===== src/sv/tmoe_ram.sv =====
module tmoe_ram #(
    parameter int WIDTH = 8,
    parameter int DEPTH = 256
) (
    input  logic                     clk,
    input  logic                     we,
    input  logic [$clog2(DEPTH)-1:0] waddr,
    input  logic [WIDTH-1:0]         wdata,
    input  logic [$clog2(DEPTH)-1:0] raddr,
    output logic [WIDTH-1:0]         rdata
);

    logic [WIDTH-1:0] mem [DEPTH];

    // Read returns the old contents when the same entry is written in that cycle.
    always_ff @(posedge clk)
    begin
        rdata <= mem[raddr];
        if (we)
        begin
            mem[waddr] <= wdata;
        end
    end

endmodule


===== config.mk =====
export PLATFORM = sky130hd
export DESIGN_NAME = tmoe_ram
export DESIGN_NICKNAME = d
export VERILOG_FILES = /design/src/sv/tmoe_ram.sv
export SDC_FILE = /design/constraint.sdc
export NUM_CORES = 2
export LEC_CHECK = 0
export ABC_AREA = 1
export BUFFER_PORTS_ARGS = -buffer_cell sky130_fd_sc_hd__buf_2
export CORE_AREA = 8 8 498 500
export CTS_BUF_LIST = sky130_fd_sc_hd__clkbuf_2
export DETAILED_ROUTE_END_ITERATION = 6
export DIE_AREA = 0 0 506 508
export PLACE_DENSITY = 0.55
export SETUP_SLACK_MARGIN = 0.1
export SYNTH_ARGS = -nofsm -noshare
export SYNTH_HDL_FRONTEND = slang
export SYNTH_SLANG_ARGS = --single-unit
export TNS_END_PERCENT = 100

===== constraint.sdc =====
create_clock -name clk -period 3.23 [get_ports clk]
set_input_delay 0.646 -clock clk [delete_from_list [all_inputs] [get_ports clk]]
set_output_delay 0.646 -clock clk [all_outputs]
set_load 0.1 [all_outputs]

==> metrics <==
outcome=complete, no violations; post-detailed-route count of antenna-violating nets=0; final wirelength=250,000 µm; # IOs=34; Synth top cells by count=nand2_1, edfxtp_1, nand3_1; CTS buffer count=550; die area=257,000 µm²; Placeable Area=about 240,000 µm²; Synth Area per Inst=about 12 µm²; drt drc=0; HP Class=in2reg; vias per std cell=a little over 5; worst setup path category=in2reg; final setup fails=0; vias=57,500; vias in the first global route=between 50,000 and 60,000; drt first-iter violations=6,011; CP Cell Sequence=dlygate4sd3_1, buf_2, dlygate4sd3_1, nor2_1, dlygate4sd3_1, inv_1, nor2_1, nand2_2, dlygate4sd3_1, buf_4, nor2_1, buf_4; dpl hpwl=149,000 µm; number of nets in the layout=between 7,000 and 8,000; final core utilization=39.8%; clk buf depth=4; DRT Pass-1 Iters=6; ys flop type=edfxtp_1; CTS clk-pin slew, worst paths=0.09 ns; total of max-cap violations=0; htree depth=6; P_int=around 38 mW; Syn Nets=about 7,000; Worst path max stage delay=approximately 0.60 ns; die height=508 µm; clk sinks=approximately 2,000; Switch Pwr=between 10 and 15 mW; Tmin final=about 3.2 ns; std cell rows=between 150 and 200; DP Area=around 90,000 µm²; ranking of synthesized cells by area=edfxtp_1, nand3_1, nand2_1; Finished Cell Area=~95,000 µm²; fraction of registers with async set/reset=0%; post-synth top area share=between 70% and 80%; P per Cell Area=533 nW/µm²; crit-path max FO=13; Static Leakage=34.5 nW; Final Hold Viols=0; clk root buf=clkbuf_2; CP arrival=4.60 ns; Sw Ratio=between 20% and 30%; M1 WL=approximately 100,000 µm; fmax=around 310 MHz; register area share after synthesis=about three quarters; period utilization=between 90% and 100%; most frequent cell after synthesis=nand2_1; GRT Total Usage=approximately a fifth; gr ovfl total=0; top cell type by total area after synthesis=edfxtp_1; Req. time, crit path=4.65 ns; Die Width=506 µm; routability cong.=around 0.9; largest net degree at the start of global routing=104; Worst-Skew Late Latency=1.87 ns; Starting Density=between 30% and 40%; crit path max-delay cell type=dlygate4sd3_1; Final Skew=roughly 0.20 ns; worst-margin pin slew=~1.3 ns; worst-case vdd ir drop=around 0.31 mV; endpoint class of the critical path=flop; flops & latches, synth=between 2,000 and 2,500; initial antenna violation count=14; Gate Count Post-Synth=roughly 7,000; first-pass GRT wire length=between 300,000 and 400,000 µm; Flop pwr share=around 58%; Yosys Warn Count=0; max layer used=met4; count of different cell masters after synthesis=14; Comb pwr share=7.7%; met2 routed WL=between 100,000 and 150,000 µm; WL met3=19,300 µm; Min Hold Slack=approximately 0.26 ns; I/O Buffers=33; Syn Std Cell Area=83,400 µm²; CP Launch Type=input port; area delta synth->final=14.5%; Slew headroom=14.6%; Clock Power Share=around a third; Slew Limit Fails=0; DR WL/cell=about 22 µm; unrepaired setup endpoints after global routing=true; share of cells above drive strength 1=16.7%; most frequent CP cell=dlygate4sd3_1; Post-synth EDFFs=about 2,000; CTS tree=done
layout make-up:
| type | count | area [µm²] |
|---|---|---|
| Fill cell | 23200 | 144000 |
| Sequential cell | 2056 | 61700 |
| Multi-Input combinational cell | 4425 | 19100 |
| Timing Repair Buffer | 578 | 5840 |
| Tap cell | 3185 | 3990 |
| Clock buffer | 785 | 3930 |
| Clock inverter | 105 | 649 |
| Inverter | 39 | 180 |
| Antenna cell | 14 | 35.0 |
state kept, by name, summed over array words and instances, names as in the netlist:
register  count
mem        2048
rdata         8
metrics by stage:
step	total power, mW	setup slack (ns)	cells	TNS, ns
after floorplan	31.9	1.09	7003	0
after global placement	33.7	0.0447	10200	0
after detailed placement	33.8	0.0384	10200	0
after CTS	51.4	-0.168	11200	-0.827
after global routing	53.0	-0.0650	11200	-0.0829
final	50.9	0.0475	11200	0
critical path, delay by kind of cell:
kind                   cells  cell delay (ns)
buffers and inverters      8             3.09
AND/OR/NAND/NOR            4             0.83
placed cells by master, fill, tap and decap left out, types with 4 or more instances in the layout:
master / instances
buf_12: 94
buf_16: 5
diode_2: 14
clkbuf_2: 785
buf_8: 11
dlygate4sd3_1: 69
edfxtp_1: 2048
nand2_2: 4
clkinv_1: 80
nor2_1: 283
buf_2: 12
nand2_1: 2119
inv_1: 34
bufinv_16: 9
buf_4: 387
inv_2: 9
nand3_1: 2019
dfxtp_4: 8
clkinv_2: 5
power groups by stage:
stage / combinational [mW] / clock [mW] / sequential (mW)
after global placement: 3.72 / 0 / 30.0
after global routing: 4.18 / 19.4 / 29.4
after detailed placement: 3.74 / 0 / 30.0
after floorplan: 1.81 / 0 / 30.1
final: 3.90 / 17.5 / 29.4
after CTS: 3.90 / 18.1 / 29.4
worst paths after layout:
kind,startpoint,to,slack [ns],depth (start not counted)
setup reg to reg,mem[254][0],rdata[0],0.27,12
hold / removal,raddr[5],rdata[6],0.26,8
setup / recovery,waddr[0],mem[96][3],0.05,12
hold reg to reg,mem[173][6],rdata[6],0.96,10
cell families (layout without fill, tap and decap cells):
logic type	Yosys count	after routing	synth area share, %
buffers and inverters	522	1507	3.12
DFF	2056	2056	73.9
other	0	14	0
and+or+nand+nor	4425	4425	22.9
layer usage:
metal	global-route usage, %	up-vias
li1	-	26500
met1	25.0	28200
met5	0	-
met3	3.84	482
met4	7.91	0
met2	30.5	2432
timing repair:
item / CTS / global route
resized for setup: 48 / 0
hold endpoints to repair: 4072 / 0
hold buffers: 78 / 0
buffers inserted: 0 / 0
endpoints found under the setup margin: 8 / 11
gates cloned: 0 / 0
(Power assumes the default switching activity.)
